## src/rtl/cbor_pkg.sv

```systemverilog
// ----------------------------------------------------------------------------
// cbor_pkg
// Shared types and constants for the call branch offset repatch block.
// ----------------------------------------------------------------------------
package cbor_pkg;

	typedef enum logic [1:0] {
		MODE_X86   = 2'd0,
		MODE_ARM   = 2'd1,
		MODE_THUMB = 2'd2,
		MODE_A64   = 2'd3
	} mode_t;

	typedef enum logic [1:0] {
		ST_OK    = 2'd0,
		ST_SIZE  = 2'd1,
		ST_FORM  = 2'd2,
		ST_RANGE = 2'd3
	} status_t;

	localparam int AddrW  = 64;
	localparam int WordW  = 32;
	localparam int SizeW  = 4;
	localparam int InDataW  = 168;
	localparam int OutDataW = 32;

	localparam logic [7:0]  X86_CALL_OP  = 8'he8;
	localparam logic [31:0] ARM_BL_OP    = 32'heb000000;
	localparam logic [31:0] ARM_OP_MASK  = 32'hff000000;
	localparam logic [15:0] THUMB_MASK   = 16'hf800;
	localparam logic [15:0] THUMB_FIRST  = 16'hf000;
	localparam logic [15:0] THUMB_SECOND = 16'hd000;
	localparam logic [31:0] A64_OP_MASK  = 32'hfc000000;
	localparam logic [31:0] A64_BL_OP    = 32'h94000000;
	localparam logic [31:0] ARM_IMM_MASK = 32'h00ffffff;
	localparam logic [31:0] A64_IMM_MASK = 32'h03ffffff;
	localparam logic [15:0] THUMB_HI_MASK = 16'h03ff;
	localparam logic [15:0] THUMB_LO_MASK = 16'h07ff;

	localparam logic [SizeW-1:0] X86_MIN_SIZE = 4'd5;
	localparam logic [SizeW-1:0] RISC_SIZE    = 4'd4;

	localparam logic [AddrW-1:0] X86_PC_ADJ   = 64'd5;
	localparam logic [AddrW-1:0] ARM_PC_ADJ   = 64'd8;
	localparam logic [AddrW-1:0] THUMB_PC_ADJ = 64'd4;
	localparam logic [AddrW-1:0] A64_PC_ADJ   = 64'd0;

endpackage

```

## src/rtl/call_branch_offset_repatch.sv

```systemverilog
// ----------------------------------------------------------------------------
// call_branch_offset_repatch
// Re-targets one direct call (x86 rel32, ARM32 BL, Thumb BL, AArch64 BL).
// ----------------------------------------------------------------------------
// Each transaction carries one call to re-target and yields one result: a
// status (ok, bad size, not a direct call, target out of range) and the new
// instruction word, or zero on any failure. The block is a three-stage
// pipeline: checks and PC adjust add, the 64-bit displacement subtract, then
// range check and re-encode. A new transaction is taken every cycle unless
// an output stall has backed the pipeline up to the input. Stalled stages
// hold, and empty stages fill, independently.
module call_branch_offset_repatch
	import cbor_pkg::*;
(
	input  logic                clk,
	input  logic                arst_n,
	input  logic                s_tvalid,
	output logic                s_tready,
	// insn_word [31:0], insn_size [35:32], call_address [99:36],
	// target_address [163:100], zero [167:164]
	input  logic [InDataW-1:0]  s_tdata,
	// opcode [1:0]
	input  logic [1:0]          s_tuser,
	output logic                m_tvalid,
	input  logic                m_tready,
	// new_word [31:0]
	output logic [OutDataW-1:0] m_tdata,
	// status [1:0]
	output logic [1:0]          m_tuser
);

	logic [WordW-1:0] in_word;
	logic [SizeW-1:0] in_size;
	logic [AddrW-1:0] in_pc;
	logic [AddrW-1:0] in_tgt;
	mode_t            in_mode;

	assign in_word = s_tdata[31:0];
	assign in_size = s_tdata[35:32];
	assign in_pc   = s_tdata[99:36];
	assign in_tgt  = s_tdata[163:100];
	assign in_mode = mode_t'(s_tuser);

	logic rdy1, rdy2, rdy3;
	logic vld_s1, vld_s2, vld_s3;

	assign rdy3     = !vld_s3 || m_tready;
	assign rdy2     = !vld_s2 || rdy3;
	assign rdy1     = !vld_s1 || rdy2;
	assign s_tready = rdy1;

	// Stage 1: size and form checks, PC adjust
	status_t          chk_st;
	logic [AddrW-1:0] chk_adj;
	logic [AddrW-1:0] chk_tgt;

	always_comb begin
		chk_st  = ST_OK;
		chk_adj = X86_PC_ADJ;
		chk_tgt = in_tgt;
		unique case (in_mode)
			MODE_X86: begin
				chk_adj = X86_PC_ADJ;
				if (in_size < X86_MIN_SIZE) begin
					chk_st = ST_SIZE;
				end else if (in_word[7:0] != X86_CALL_OP) begin
					chk_st = ST_FORM;
				end
			end
			MODE_ARM: begin
				chk_adj = ARM_PC_ADJ;
				if (in_size != RISC_SIZE) begin
					chk_st = ST_SIZE;
				end else if ((in_word & ARM_OP_MASK) != ARM_BL_OP) begin
					chk_st = ST_FORM;
				end
			end
			MODE_THUMB: begin
				chk_adj = THUMB_PC_ADJ;
				chk_tgt = {in_tgt[AddrW-1:1], 1'b0};
				if (in_size != RISC_SIZE) begin
					chk_st = ST_SIZE;
				end else if ((in_word[15:0] & THUMB_MASK) != THUMB_FIRST) begin
					chk_st = ST_FORM;
				end
			end
			MODE_A64: begin
				chk_adj = A64_PC_ADJ;
				if (in_size != RISC_SIZE) begin
					chk_st = ST_SIZE;
				end else if ((in_word & A64_OP_MASK) != A64_BL_OP) begin
					chk_st = ST_FORM;
				end
			end
			default: begin
				chk_st = ST_FORM;
			end
		endcase
	end

	mode_t            mode_s1, mode_s2;
	status_t          st_s1, st_s2;
	logic [WordW-1:0] word_s1, word_s2;
	logic [AddrW-1:0] tgt_s1, base_s1, disp_s2;

	always_ff @(posedge clk or negedge arst_n) begin
		if (!arst_n) begin
			vld_s1 <= 1'b0;
		end else if (rdy1) begin
			vld_s1 <= s_tvalid;
		end
	end

	always_ff @(posedge clk) begin
		if (rdy1 && s_tvalid) begin
			mode_s1 <= in_mode;
			st_s1   <= chk_st;
			word_s1 <= in_word;
			tgt_s1  <= chk_tgt;
			base_s1 <= in_pc + chk_adj;
		end
	end

	// Stage 2: displacement
	always_ff @(posedge clk or negedge arst_n) begin
		if (!arst_n) begin
			vld_s2 <= 1'b0;
		end else if (rdy2) begin
			vld_s2 <= vld_s1;
		end
	end

	always_ff @(posedge clk) begin
		if (rdy2 && vld_s1) begin
			mode_s2 <= mode_s1;
			st_s2   <= st_s1;
			word_s2 <= word_s1;
			disp_s2 <= tgt_s1 - base_s1;
		end
	end

	// Stage 3: range check and re-encode
	logic             in_range;
	logic [WordW-1:0] enc_word;
	logic             th_s, th_j1, th_j2;
	logic [15:0]      th_first, th_second;

	assign th_s      = disp_s2[24];
	assign th_j1     = ~(disp_s2[23] ^ th_s);
	assign th_j2     = ~(disp_s2[22] ^ th_s);
	assign th_first  = THUMB_FIRST | {5'd0, th_s, 10'd0}
		| ({6'd0, disp_s2[21:12]} & THUMB_HI_MASK);
	assign th_second = THUMB_SECOND | {2'd0, th_j1, 1'b0, th_j2, 11'd0}
		| ({5'd0, disp_s2[11:1]} & THUMB_LO_MASK);

	always_comb begin
		in_range = 1'b0;
		enc_word = '0;
		unique case (mode_s2)
			MODE_X86: begin
				in_range = (disp_s2[63:31] == '0) || (disp_s2[63:31] == '1);
				enc_word = disp_s2[31:0];
			end
			MODE_ARM: begin
				in_range = (disp_s2[63:25] == '0) || (disp_s2[63:25] == '1);
				enc_word = (word_s2 & ARM_OP_MASK) | (disp_s2[33:2] & ARM_IMM_MASK);
			end
			MODE_THUMB: begin
				in_range = (disp_s2[63:24] == '0) || (disp_s2[63:24] == '1);
				enc_word = {th_second, th_first};
			end
			MODE_A64: begin
				in_range = (disp_s2[63:27] == '0) || (disp_s2[63:27] == '1);
				enc_word = (word_s2 & A64_OP_MASK) | (disp_s2[33:2] & A64_IMM_MASK);
			end
			default: begin
				in_range = 1'b0;
			end
		endcase
	end

	status_t          st_s3;
	logic [WordW-1:0] nw_s3;

	always_ff @(posedge clk or negedge arst_n) begin
		if (!arst_n) begin
			vld_s3 <= 1'b0;
		end else if (rdy3) begin
			vld_s3 <= vld_s2;
		end
	end

	always_ff @(posedge clk) begin
		if (rdy3 && vld_s2) begin
			if (st_s2 != ST_OK) begin
				st_s3 <= st_s2;
				nw_s3 <= '0;
			end else if (!in_range) begin
				st_s3 <= ST_RANGE;
				nw_s3 <= '0;
			end else begin
				st_s3 <= ST_OK;
				nw_s3 <= enc_word;
			end
		end
	end

	assign m_tvalid = vld_s3;
	assign m_tdata  = nw_s3;
	assign m_tuser  = st_s3;

endmodule

```

## config.mk

```make
export PLATFORM = sky130hd
export DESIGN_NAME = call_branch_offset_repatch
export DESIGN_NICKNAME = d
export VERILOG_FILES = /design/src/rtl/cbor_pkg.sv /design/src/rtl/call_branch_offset_repatch.sv
export SDC_FILE = /design/constraint.sdc
export NUM_CORES = 1
export LEC_CHECK = 0
export ABC_CLOCK_PERIOD_IN_PS = 4500
export BUFFER_PORTS_ARGS = -buffer_cell sky130_fd_sc_hd__clkbuf_2
export CAP_MARGIN = 20
export CORE_MARGIN = 10
export CORE_UTILIZATION = 35
export CTS_CLUSTER_DIAMETER = 50
export CTS_CLUSTER_SIZE = 14
export DETAILED_ROUTE_END_ITERATION = 12
export PLACE_DENSITY_LB_ADDON = 0.1
export RECOVER_POWER = 25
export SLEW_MARGIN = 15
export SYNTH_ARGS = -nofsm -noshare
export SYNTH_HDL_FRONTEND = slang
export SYNTH_SLANG_ARGS = --single-unit
```

## constraint.sdc

```tcl
create_clock -name clk -period 4.5 [get_ports clk]
set_input_delay 0.9 -clock clk [delete_from_list [all_inputs] [get_ports clk]]
set_output_delay 0.9 -clock clk [all_outputs]
set_load 0.05 [all_outputs]
```

==> results of run 1 <==
-- layout make-up --
cell class	count	area [sq um]	share of cell area, %
Antenna cell	2	5.005	0.03051
Clock inverter	20	221.5	1.350
Clock buffer	31	733.2	4.470
Sequential cell	253	7582	46.22
Inverter	80	300.3	1.831
Multi-Input combinational cell	880	5868	35.77
Tap cell	525	656.9	4.004
Timing Repair Buffer	206	1037	6.323
-- worst max path at each step --
stage	start	end	slack, ns	cells past startpoint
after floorplan	m_tready	base_s1[0]	0.86	3
after global placement	s_tuser[0]	base_s1[55]	0.62	12
after detailed placement	s_tuser[0]	base_s1[55]	0.62	12
after CTS	tgt_s1[0]	disp_s2[60]	0.60	13
after global routing	m_tvalid	base_s1[6]	0.30	4
final	m_tvalid	base_s1[5]	0.68	4
-- state kept, by name, summed over array words and instances (netlist names) --
signal and flops:
m_tdata 32, base_s1 64, word_s1 8, vld_s2 1
mode_s1 2, st_s1 2, m_tuser 2, word_s2 8
disp_s2 64, st_s2 2, m_tvalid 1, tgt_s1 64
mode_s2 2, vld_s1 1
-- power by group through the flow --
| stage | clock [uW] | sequential (uW) | combinational (uW) |
|---|---|---|---|
| 4_1_cts | 2430 | 3050 | 1280 |
| 5_1_grt | 2520 | 3080 | 1420 |
| 3_3_place_gp | 0 | 3100 | 1270 |
| 3_5_place_dp | 0 | 3100 | 1270 |
| 6_report | 2360 | 3050 | 1260 |
| 2_1_floorplan | 0 | 3140 | 809 |
-- synthesized netlist by cell type, drive strengths merged (3+ instances only) --
cell	instances	share of area, %
a211oi	8	0.43
a21boi	4	0.22
a21o	26	1.4
a21oi	101	3.6
a31oi	8	0.36
and2	7	0.33
and3	19	0.89
and4	7	0.44
buf	8	0.41
clkbuf	35	0.95
dfrtp	3	0.54
edfxtp	250	54
ha	67	6.0
inv	79	2.1
mux2i	24	1.7
nand2	85	2.3
nand2b	19	0.85
nand3	43	1.6
nand4	36	1.6
nor2	118	3.2
nor2b	19	0.85
nor3	20	0.80
nor4	13	0.63
nor4b	3	0.30
o211ai	7	0.38
o21a	11	0.59
o21ai	44	1.6
o21bai	8	0.43
o22ai	7	0.31
o31a	4	0.25
o31ai	6	0.32
o41ai	3	0.24
or2	6	0.27
or3	4	0.18
xnor2	84	5.3
xor2	39	2.5
-- worst max-delay path: stages, from the launching register on --
cell     delay (ns)
dfrtp_1        0.38
nor2b_1        0.15
nand3_1        0.13
and2_0         2.03
buf_4          0.72
-- cells in the final DEF, fill, tap and decap left out, drive strengths merged, types with 6 or more instances in the layout --
cell	instances
a211oi	8
a21o	26
a21oi	101
a31oi	8
and2	7
and3	19
and4	7
buf	10
clkbuf	227
clkinv	6
edfxtp	250
ha	67
inv	87
mux2i	24
nand2	85
nand2b	19
nand3	43
nand4	36
nor2	118
nor2b	19
nor3	20
nor4	13
o211ai	7
o21a	11
o21ai	44
o21bai	8
o22ai	7
o31ai	6
or2	6
xnor2	84
xor2	39
-- layer usage --
layer	routed length (um)	share of wire (%)	GRT usage (%)
met2	14460	42	20.64
met1	17180	50	20.41
met5	0	0	0
met3	2016	5.9	2.454
met4	731	2.1	3.907
-- metrics by stage --
step	setup WS, ns	power, uW	area [sq um]	std cells	hold WS, ns
final	0.6822	6664	16400	1997	0.1463
after global routing	0.3049	7015	16400	1996	0.1536
after CTS	0.6045	6765	16440	1995	0.09834
after detailed placement	0.6208	4372	15480	1944	0.4045
after global placement	0.6181	4368	15480	1944	0.4005
after floorplan	0.8631	3951	13940	1256	0.4003
-- cell families after synthesis --
kind of cell | count (synthesis)
buf+inv | 123
flops | 253
xor+xnor | 123
mux | 27
compound gates | 255
fa+ha+maj | 68
simple gates | 407
==> results by group, run 1 <==
Floorplanning
  • Initial core utilization: 35.24%
  • Die height: 219.6 um
  • Cell Rows: 73
  • Die Width: between 200 and 250 um
  • CORE AREA: ~40000 sq um
  • Full die area: ~48000 sq um
  • Ports: 210

STA
  • Setup Skew: a little over 0.009 ns
  • Final setup violation count: 0
  • Fin crit period: 3.818 ns
  • RSZ-0062 raised after global routing: false
  • Slew @ Worst Pin: around 2.8 ns
  • Setup TNS: 0 ns
  • Final hold vios: 0
  • Final Slew Violations: 69
  • Slew margin rel.: -85.55%
  • Highest clock rate: 0.2619 GHz
  • Final worst path period share: about 85%

Global routing
  • First-pass GRT wire length: 53690 um
  • Largest net degree at the start of global routing: 77
  • Vias in the first global route: ~9800
  • Total Routing Usage GR: between 10% and 20%
  • Initial antenna violation count: 1
  • Gr ovfl total: 0

Logic synthesis
  • Adder-Cell Fraction of Synth Area: under 10%
  • Largest family of logic cells by synthesized area: simple AND/OR/NAND/NOR gates
  • Post-Synthesis Cells: between 1000 and 1500
  • Post-synth top flop: edfxtp_1
  • Synth Area in XOR/XNOR: 7.729%
  • Synthesized area per cell: between 10 and 15 sq um
  • Synth Area in Compound Gates: a little under an eighth
  • Yosys warnings: 0
  • Unique masters post-synth: 70
  • Seq/Total Area, Yosys: ~54%
  • Proportion of synthesized area in mux cells: ~2.1%
  • Synth Area in Simple Gates: roughly 15%
  • Mapped Area: between 10000 and 15000 sq um
  • FFs w/ async S/R, synth: 1.186%
  • Post-synth EDFFs: 250
  • Syn Nets: about 1500
  • Yosys reg bits: 253

Place
  • Port Buf Inserts: roughly 190
  • Placer Congestion: a little under 0.9
  • DP Wirelength: 27080 um

Job
  • # Max-Cap Violations: 2

Worst setup path
  • Worst R2R Path Depth: 4
  • Critical Path Fanout Max: 42
  • Req. time, crit path: ~4.7 ns
  • Critical Path AT: between 4 and 5 ns
  • CP endpoint kind: flop
  • Reg2reg setup slack: between 0.6 and 0.7 ns
  • Worst r2r src: m_tvalid
  • Crit path kind: flop to flop
  • RR Endpoint: base_s1[5]
  • Critical path startpoint category: flop

Power and ir drop
  • Net switching power: about 1900 uW
  • Worst vdd ir: about 220 uV
  • Pint: 4759 uW
  • Clock Power Share: a little over a third
  • Flop pwr share: between 40% and 50%
  • LEAKAGE: between 0.006 and 0.007 uW
  • Power per Cell Area: between 400 and 500 nW/um^2
  • Sw Share: roughly 29%
  • Combinational group share of total power: 18.9%

Route
  • DR pass1 iterations: 5
  • First DRT Iteration DRCs: 484
  • DRT antenna net count: 0
  • DRC errors left: 0
  • Routed WL: about 34000 um
  • Wirelength per Cell: 17.22 um
  • Vias: around 9800
  • Vias per Instance: roughly 4.9

Clock network
  • CTS Buf Count: 29
  • Root buf cell: clkbuf_16
  • Post-CTS resize count: 0
  • H-tree depth: 1
  • CTS tree: done
  • Clk buf depth: 3
  • Register clock-pin slew on the reported worst setup and hold paths: around 0.060 ns
  • # Post-CTS Setup Buffers: 0
  • Clock Sinks: 253
  • Hold Buf Count CTS: 0
  • Clk Latency, worst-skew pair: ~0.55 ns

Hold path
  • Tightest Hold Check Type: primary input to asynchronous set/reset pin

Cells and area
  • Core Util, Final: 41.48%
  • Area Growth Syn to Fin: 17.69%
  • Share of cells above drive strength 1: between 10% and 20%
  • # fillers: roughly 3900
  • Nets: roughly 1700

Status
  • Status: finished with violations
  • Failing checks: capacitance limit, slew limit
(Power assumes the default switching activity.)
==> inputs of run 2 (changes only) <==
--- a/config.mk
+++ b/config.mk
@@ -5,7 +5,8 @@
 export SDC_FILE = /design/constraint.sdc
 export NUM_CORES = 1
 export LEC_CHECK = 0
-export ABC_CLOCK_PERIOD_IN_PS = 4500
+export ABC_AREA = 1
+export ABC_CLOCK_PERIOD_IN_PS = 4000
 export BUFFER_PORTS_ARGS = -buffer_cell sky130_fd_sc_hd__clkbuf_2
 export CAP_MARGIN = 20
 export CORE_MARGIN = 10
==> constraint.sdc (replaced) <==
create_clock -name clk -period 4 [get_ports clk]
set_input_delay 0.8 -clock clk [delete_from_list [all_inputs] [get_ports clk]]
set_output_delay 0.8 -clock clk [all_outputs]
set_load 0.05 [all_outputs]
==> run 2 against run 1 <==
The flow still finishes with violations (capacitance limit, slew limit). Hold slack lost 0.087 ns. Routed wire length grew 56%. Clock-buffer cell count grew 8. Critical path type unchanged. Combinational power grew 83%. Largest cell class unchanged. Area after synthesis grew 16%. First-iteration DRC count grew 80%.
==> results by group, run 2 <==
Clock network
  • Register clock-pin slew on the reported worst setup and hold paths: 0.05 ns (was 0.06 ns)
  • H-tree depth: 2 (was 1)
  • CTS Buf Count: 37 (was 29)
  • Root buf cell: clkbuf_16 (unchanged)
  • # Post-CTS Setup Buffers: 0 (unchanged)
  • Post-CTS resize count: 0 (unchanged)
  • Hold Buf Count CTS: 0 (unchanged)
  • Clk Latency, worst-skew pair: 0.57 ns (was 0.55 ns)
  • CTS tree: done (unchanged)
  • Clock Sinks: 253 (unchanged)
  • Clk buf depth: 3 (unchanged)

Status
  • Failing checks: capacitance limit, slew limit (unchanged)
  • Status: finished with violations (unchanged)

Place
  • Placer Congestion: 0.9157 (was 0.8741)
  • Port Buf Inserts: 194 (unchanged)
  • DP Wirelength: 45560 um (was 27080 um)

Worst setup path
  • Top Family by Delay on Critical Path: compound AO/OA/AOI/OAI gates (was simple AND/OR/NAND/NOR gates)
  • Crit path max-delay cell type: a21oi_1 (was and2_0)
  • Critical Path Fanout Max: 34 (was 42)
  • Slowest stage delay, CP: 2.16 ns (was 2.03 ns)
  • Bufs and invs on worst path: 0 (was 1)
  • Critical path startpoint category: flop (unchanged)
  • CP Launch Point: m_tvalid (unchanged)
  • Critical Path AT: 3.09 ns (was 4.01 ns)
  • Crit-path cells: a21oi_1 (was nor2b_1, nand3_1, and2_0, buf_4)
  • CP endpoint kind: flop (unchanged)
  • Crit path kind: flop to flop (unchanged)
  • Req. time, crit path: 4.09 ns (was 4.69 ns)
  • Worst r2r src: m_tvalid (unchanged)
  • Reg2reg setup slack: 1.0 ns (was 0.68 ns)

STA
  • Final hold vios: 0 (unchanged)
  • Setup TNS: 0 ns (unchanged)
  • Slew @ Worst Pin: 2.897 ns (was 2.782 ns)
  • Final setup violation count: 0 (unchanged)
  • RSZ-0062 raised after global routing: false (unchanged)
  • Slew margin rel.: -93.11% (was -85.55%)
  • Fin crit period: 3.000 ns (was 3.818 ns)
  • Final worst path period share: 75.01% (was 84.84%)
  • Final Slew Violations: 35 (was 69)
  • Highest clock rate: 0.3333 GHz (was 0.2619 GHz)
  • Setup Skew: 0.03669 ns (was 0.009322 ns)

Cells and area
  • Commonest non-fill, non-tap cell in the layout: nand2_1 (was edfxtp_1)
  • Antenna Diode Count: 0 (was 2)
  • Area Growth Syn to Fin: 18.30% (was 17.69%)
  • Share of cells above drive strength 1: 12.94% (was 16.87%)
  • Core Util, Final: 41.96% (was 41.48%)
  • Nets: 2449 (was 1692)
  • Most frequent cells in the layout: 530 x nand2_1, 339 x inv_1, 250 x edfxtp_1, 235 x nor2_1, 160 x clkbuf_2 (was 250 x edfxtp_1, 171 x clkbuf_2, 118 x nor2_1, 101 x a21oi_1, 85 x nand2_1)
  • Largest regs: base_s1 (64), disp_s2 (64), tgt_s1 (64) (unchanged)

Route
  • Wirelength per Cell: 18.93 um (was 17.22 um)
  • Routed WL: 53660 um (was 34380 um)
  • DRC errors left: 0 (unchanged)
  • First DRT Iteration DRCs: 871 (was 484)
  • DRT antenna net count: 0 (unchanged)
  • DR pass1 iterations: 5 (unchanged)
  • Vias: 13540 (was 9845)
  • Vias per Instance: 4.778 (was 4.930)

Power and ir drop
  • Worst vdd ir: 331.0 uV (was 218.1 uV)
  • LEAKAGE: 0.008402 uW (was 0.006528 uW)
  • Power per Cell Area: 486.1 nW/um^2 (was 406.2 nW/um^2)

Global routing
  • Largest net degree at the start of global routing: 141 (was 77)
  • Gr ovfl total: 0 (unchanged)
  • Met2 GRT Util: 31.40% (was 20.64%)
  • Vias in the first global route: 13800 (was 9767)
  • Global routing's busiest layer: met2 (unchanged)
  • Total Routing Usage GR: 19.04% (was 13.94%)
  • Met3 global-route usage: 2.856% (was 2.454%)
  • Initial antenna violation count: 0 (was 1)
  • Met1 usage: 24.99% (was 20.41%)
  • First-pass GRT wire length: 81610 um (was 53690 um)

Floorplanning
  • Full die area: 55080 sq um (was 48210 sq um)
  • Cell Rows: 78 (was 73)
  • Initial core utilization: 35.47% (was 35.24%)
  • Die Width: 234.7 um (was 219.6 um)
  • Ports: 210 (unchanged)
  • Die height: 234.7 um (was 219.6 um)
  • CORE AREA: 45480 sq um (was 39550 sq um)

Logic synthesis
  • Most frequent cells after synthesis: 530 x nand2_1, 341 x inv_1, 250 x edfxtp_1, 235 x nor2_1, 100 x a21oi_1 (was 250 x edfxtp_1, 118 x nor2_1, 101 x a21oi_1, 85 x nand2_1, 84 x xnor2_1)
  • Post-synth top flop: edfxtp_1 (unchanged)
  • FFs w/ async S/R, synth: 1.186% (unchanged)
  • Seq/Total Area, Yosys: 47.00% (was 54.40%)
  • Count leader, synth: nand2_1 (was edfxtp_1)
  • Synthesized area per cell: 8.151 sq um (was 11.10 sq um)
  • Syn Nets: 2221 (was 1498)
  • Yosys warnings: 0 (unchanged)
  • Unique masters post-synth: 45 (was 70)
  • Yosys reg bits: 253 (unchanged)
  • Post-synth EDFFs: 250 (unchanged)
  • Yosys top cell by area: edfxtp_1 (unchanged)
  • Top cell type's share of synthesized area: 46.54% (was 53.86%)
  • Top cells by area, synth: edfxtp_1 47%, nand2_1 12%, inv_1 7.9%, nor2_1 5.5%, ha_1 5.2% (was edfxtp_1 54%, ha_1 6.0%, xnor2_1 5.3%, a21oi_1 3.6%, nor2_1 3.2%)
  • Mapped Area: 16130 sq um (was 13940 sq um)
  • Post-Synthesis Cells: 1979 (was 1256)

Job
  • # Max-Cap Violations: 1 (was 2)

Hold path
  • Tightest Hold Check Type: primary input to asynchronous set/reset pin (unchanged)
[run 2: cell types whose count changed after synthesis, moves of 18 or more]
cell      previous run  this run
nor2_2               0        35
xor2_1              39        77
nand3_1             42        86
inv_1               79       341
nor3_1              19        37
mux2i_1             24         0
nand2_1             85       530
a21o_1              26         2
nand2b_1            19         0
clkbuf_1            34         6
nor2_1             118       235
nor2b_1             19         0
xnor2_1             84        25
[run 2: cells by family (layout without fill, tap and decap cells)]
logic type | Yosys count | count (layout) | share of synthesized area (%)
and+or+nand+nor | 1004 | 1004 | 26.68
buffers and inverters | 352 | 607 | 8.338
adders and majority gates | 68 | 68 | 5.321
DFF | 253 | 253 | 47.00
AOI/OAI and AO/OA | 200 | 200 | 7.120
xor gates and xnor gates | 102 | 102 | 5.538
[run 2: cell type report]
cell class | instances | area [sq um]
clock buffer | 39 | 933.4
clock inverter | 27 | 335.3
fill | 4727 | 26390
inverter | 342 | 1287
multi-input combinational | 1374 | 7204
sequential | 253 | 7582
tap | 600 | 750.7
timing repair buffer | 199 | 991.0
[run 2: stage by stage]
step	hold WS (ns)	instances	cell area (sq um)	setup WS [ns]	power, uW
after CTS	0.02206	2834	19140	1.255	9381
after floorplan	0.4003	1979	16140	0.07273	5243
after global routing	0.05015	2834	19080	0.6175	9789
after global placement	0.4056	2768	17870	0.7185	6074
after detailed placement	0.4062	2768	17870	0.6852	6084
final	0.05950	2834	19080	0.9996	9276
[run 2: metal layers]
| layer | routed length [um] | share of wire, % | vias to the layer above |
|---|---|---|---|
| met2 | 25060 | 47 | 345 |
| met4 | 1600 | 3.0 | 0 |
| met5 | 0 | 0 | - |
| met3 | 2350 | 4.4 | 81 |
| li1 | - | - | 6929 |
| met1 | 24640 | 46 | 6185 |
[run 2: path summary, 6_finish.rpt]
check / endpoint / depth (start not counted)
max in group asynchronous: vld_s2 / 1
min in group clk: tgt_s1[1] / 1
worst max register to register: m_tdata[29] / 1
worst max-delay path: m_tdata[29] / 1
worst min register to register: st_s2[0] / 0
worst min-delay path: vld_s1 / 1
[run 2: power by group]
part / switching (uW) / internal, uW
Sequential: 224 / 3480
Clock: 1350 / 1910
Combinational: 1660 / 652
Total: 3230 / 6050
==> inputs of run 3 (changes only) <==
--- a/config.mk
+++ b/config.mk
@@ -6,7 +6,7 @@
 export NUM_CORES = 1
 export LEC_CHECK = 0
 export ABC_AREA = 1
-export ABC_CLOCK_PERIOD_IN_PS = 4000
+export ABC_CLOCK_PERIOD_IN_PS = 2900
 export BUFFER_PORTS_ARGS = -buffer_cell sky130_fd_sc_hd__clkbuf_2
 export CAP_MARGIN = 20
 export CORE_MARGIN = 10
==> constraint.sdc (replaced) <==
create_clock -name clk -period 2.9 [get_ports clk]
set_input_delay 0.58 -clock clk [delete_from_list [all_inputs] [get_ports clk]]
set_output_delay 0.58 -clock clk [all_outputs]
set_load 0.05 [all_outputs]
==> run 3 against run 2 <==
The flow still finishes with violations (capacitance limit, slew limit). Power rose by 28%. Hold slack better by 0.096 ns. Sequential share of layout area about the same. Clock power is 8.3% higher. First-iteration DRC count grew 2.8%. Sequential cell count unchanged. Clock skew is 0.016 ns lower. Maximum frequency up 16%. Via count rose by 0.21%. Core utilization hardly changed. Non-clock buffer count up 29. Die area unchanged. Largest cell class unchanged.
==> results by group, run 3 (synthesis gave the netlist of run 2 again) <==
Status
  • Status: finished with violations (unchanged)
  • Failing checks: capacitance limit, slew limit (unchanged)

Cells and area
  • Most frequent cells in the layout: 528 x nand2_1, 339 x inv_1, 250 x edfxtp_1, 235 x nor2_1, 162 x clkbuf_2 (was 530 x nand2_1, 339 x inv_1, 250 x edfxtp_1, 235 x nor2_1, 160 x clkbuf_2)
  • Area Growth Syn to Fin: 18.17% (was 18.30%)
  • Commonest non-fill, non-tap cell in the layout: nand2_1 (unchanged)
  • Antenna Diode Count: 0 (unchanged)
  • Nets: 2470 (was 2449)
  • Largest regs: base_s1 (64), disp_s2 (64), tgt_s1 (64) (unchanged)
  • Share of cells above drive strength 1: 13.48% (was 12.94%)

Power and ir drop
  • Power per Cell Area: 624.6 nW/um^2 (was 486.1 nW/um^2)
  • LEAKAGE: 0.008422 uW (was 0.008402 uW)
  • Worst vdd ir: 442.8 uV (was 331.0 uV)
  • Power, Total: 11910 uW (was 9276 uW)

Clock network
  • Register clock-pin slew on the reported worst setup and hold paths: 0.07 ns (was 0.05 ns)
  • Clk buf depth: 3 (unchanged)
  • CTS tree: done (unchanged)
  • Clk Latency, worst-skew pair: 0.58 ns (was 0.57 ns)
  • H-tree depth: 1 (was 2)
  • Post-CTS resize count: 0 (unchanged)
  • Root buf cell: clkbuf_16 (unchanged)
  • Hold Buf Count CTS: 1 (was 0)
  • CTS Buf Count: 29 (was 37)
  • # Post-CTS Setup Buffers: 0 (unchanged)
  • Clock Sinks: 253 (unchanged)

Global routing
  • Met2 GRT Util: 32.76% (was 31.40%)
  • Total Routing Usage GR: 19.14% (was 19.04%)
  • Global routing's busiest layer: met2 (unchanged)
  • Met1 usage: 25.10% (was 24.99%)
  • Met3 global-route usage: 2.262% (was 2.856%)
  • Initial antenna violation count: 0 (unchanged)
  • Largest net degree at the start of global routing: 38 (was 141)
  • Vias in the first global route: 13830 (was 13800)
  • First-pass GRT wire length: 81930 um (was 81610 um)
  • Gr ovfl total: 0 (unchanged)

Worst setup path
  • Crit path kind: flop to flop (unchanged)
  • Bufs and invs on worst path: 0 (unchanged)
  • Req. time, crit path: 3.22 ns (was 4.09 ns)
  • Crit path max-delay cell type: fa_1 (was a21oi_1)
  • Crit path top cell by count: nand2_1
  • Top Family by Delay on Critical Path: simple AND/OR/NAND/NOR gates (was compound AO/OA/AOI/OAI gates)
  • CP endpoint kind: flop (unchanged)
  • Crit-path cells: ha_1, fa_1, nand3b_1, nand2_1, nand2_1, nand2_1, nand2_1, nand2_1, nand3_1, nand2_1, nand2_1, nand3_1, nand2_1 (was a21oi_1)
  • Slowest stage delay, CP: 0.40 ns (was 2.16 ns)
  • Critical Path AT: 2.90 ns (was 3.09 ns)
  • Critical Path Fanout Max: 4 (was 34)
  • Critical path startpoint category: flop (unchanged)

STA
  • Setup Skew: 0.02080 ns (was 0.03669 ns)
  • Highest clock rate: 0.3877 GHz (was 0.3333 GHz)
  • Final setup violation count: 0 (unchanged)
  • Slew @ Worst Pin: 1.718 ns (was 2.897 ns)
  • Fin crit period: 2.579 ns (was 3.000 ns)
  • Final worst path period share: 88.94% (was 75.01%)
  • Final hold vios: 0 (unchanged)
  • Slew margin rel.: -14.56% (was -93.11%)
  • RSZ-0062 raised after global routing: false (unchanged)
  • Hold Slack: 0.1559 ns (was 0.05950 ns)
  • Final Slew Violations: 35 (unchanged)

Floorplanning
  • Full die area: 55080 sq um (unchanged)
  • Cell Rows: 78 (unchanged)
  • Initial core utilization: 35.47% (unchanged)
  • Ports: 210 (unchanged)
  • Die height: 234.7 um (unchanged)
  • Die Width: 234.7 um (unchanged)
  • CORE AREA: 45480 sq um (unchanged)

Place
  • DP Wirelength: 47190 um (was 45560 um)
  • Port Buf Inserts: 194 (unchanged)
  • Placer Congestion: 0.9375 (was 0.9157)

Job
  • # Max-Cap Violations: 1 (unchanged)

Route
  • DRT antenna net count: 0 (unchanged)
  • Wirelength per Cell: 19.05 um (was 18.93 um)
  • Vias per Instance: 4.766 (was 4.778)
  • Vias: 13570 (was 13540)
  • First DRT Iteration DRCs: 895 (was 871)
  • DR pass1 iterations: 5 (unchanged)
  • DRC errors left: 0 (unchanged)
  • Routed WL: 54240 um (was 53660 um)

Hold path
  • Tightest Hold Check Type: primary input to flop (was primary input to asynchronous set/reset pin)
## run 3: path summary, 6_finish.rpt
kind	end	slack, ns	from	depth (start not counted)
setup / recovery	disp_s2[60]	0.32	base_s1[0]	13
hold / removal	tgt_s1[41]	0.16	s_tdata[141]	1
setup reg to reg	disp_s2[60]	0.32	base_s1[0]	13
hold reg to reg	word_s2[30]	0.42	word_s1[30]	0
max in group asynchronous	vld_s1	2.41	arst_n	2
min in group asynchronous	m_tvalid	0.33	arst_n	2
## run 3: final cells by class
cell class / count / area (sq um)
well taps: 600 / 750.7
clock inverters: 20 / 200.2
clock buffers: 30 / 729.5
flip-flops and latches: 253 / 7582
fillers: 4764 / 26420
multi-input cells: 1374 / 7236
inverters: 342 / 1300
repair buffers: 228 / 1265
## run 3: per-stage QoR
stage	worst slack [ns]	utilization [%]	std cells	setup TNS, ns	cell area (sq um)
floorplan	-0.5953	-	1979	-83.34	16180
global placement	0.1808	39.99	2796	0	18190
detailed placement	0.1196	39.99	2796	0	18190
CTS	0.2817	42.05	2847	0	19130
global route	0.08070	41.92	2847	0	19060
finish	0.3207	41.92	2847	0	19060
## run 3: power breakdown
part           leakage [uW]  switching [uW]  internal (uW)
clock              0.000450            1570           1960
sequential          0.00247             315           4790
combinational       0.00551            2300            966
## run 3: layer usage
| layer | vias up | part of all wire, % |
|---|---|---|
| met5 | - | 0 |
| met4 | 0 | 2.2 |
| met3 | 57 | 4.3 |
| met2 | 315 | 48 |
| met1 | 6230 | 46 |
| li1 | 6966 | - |
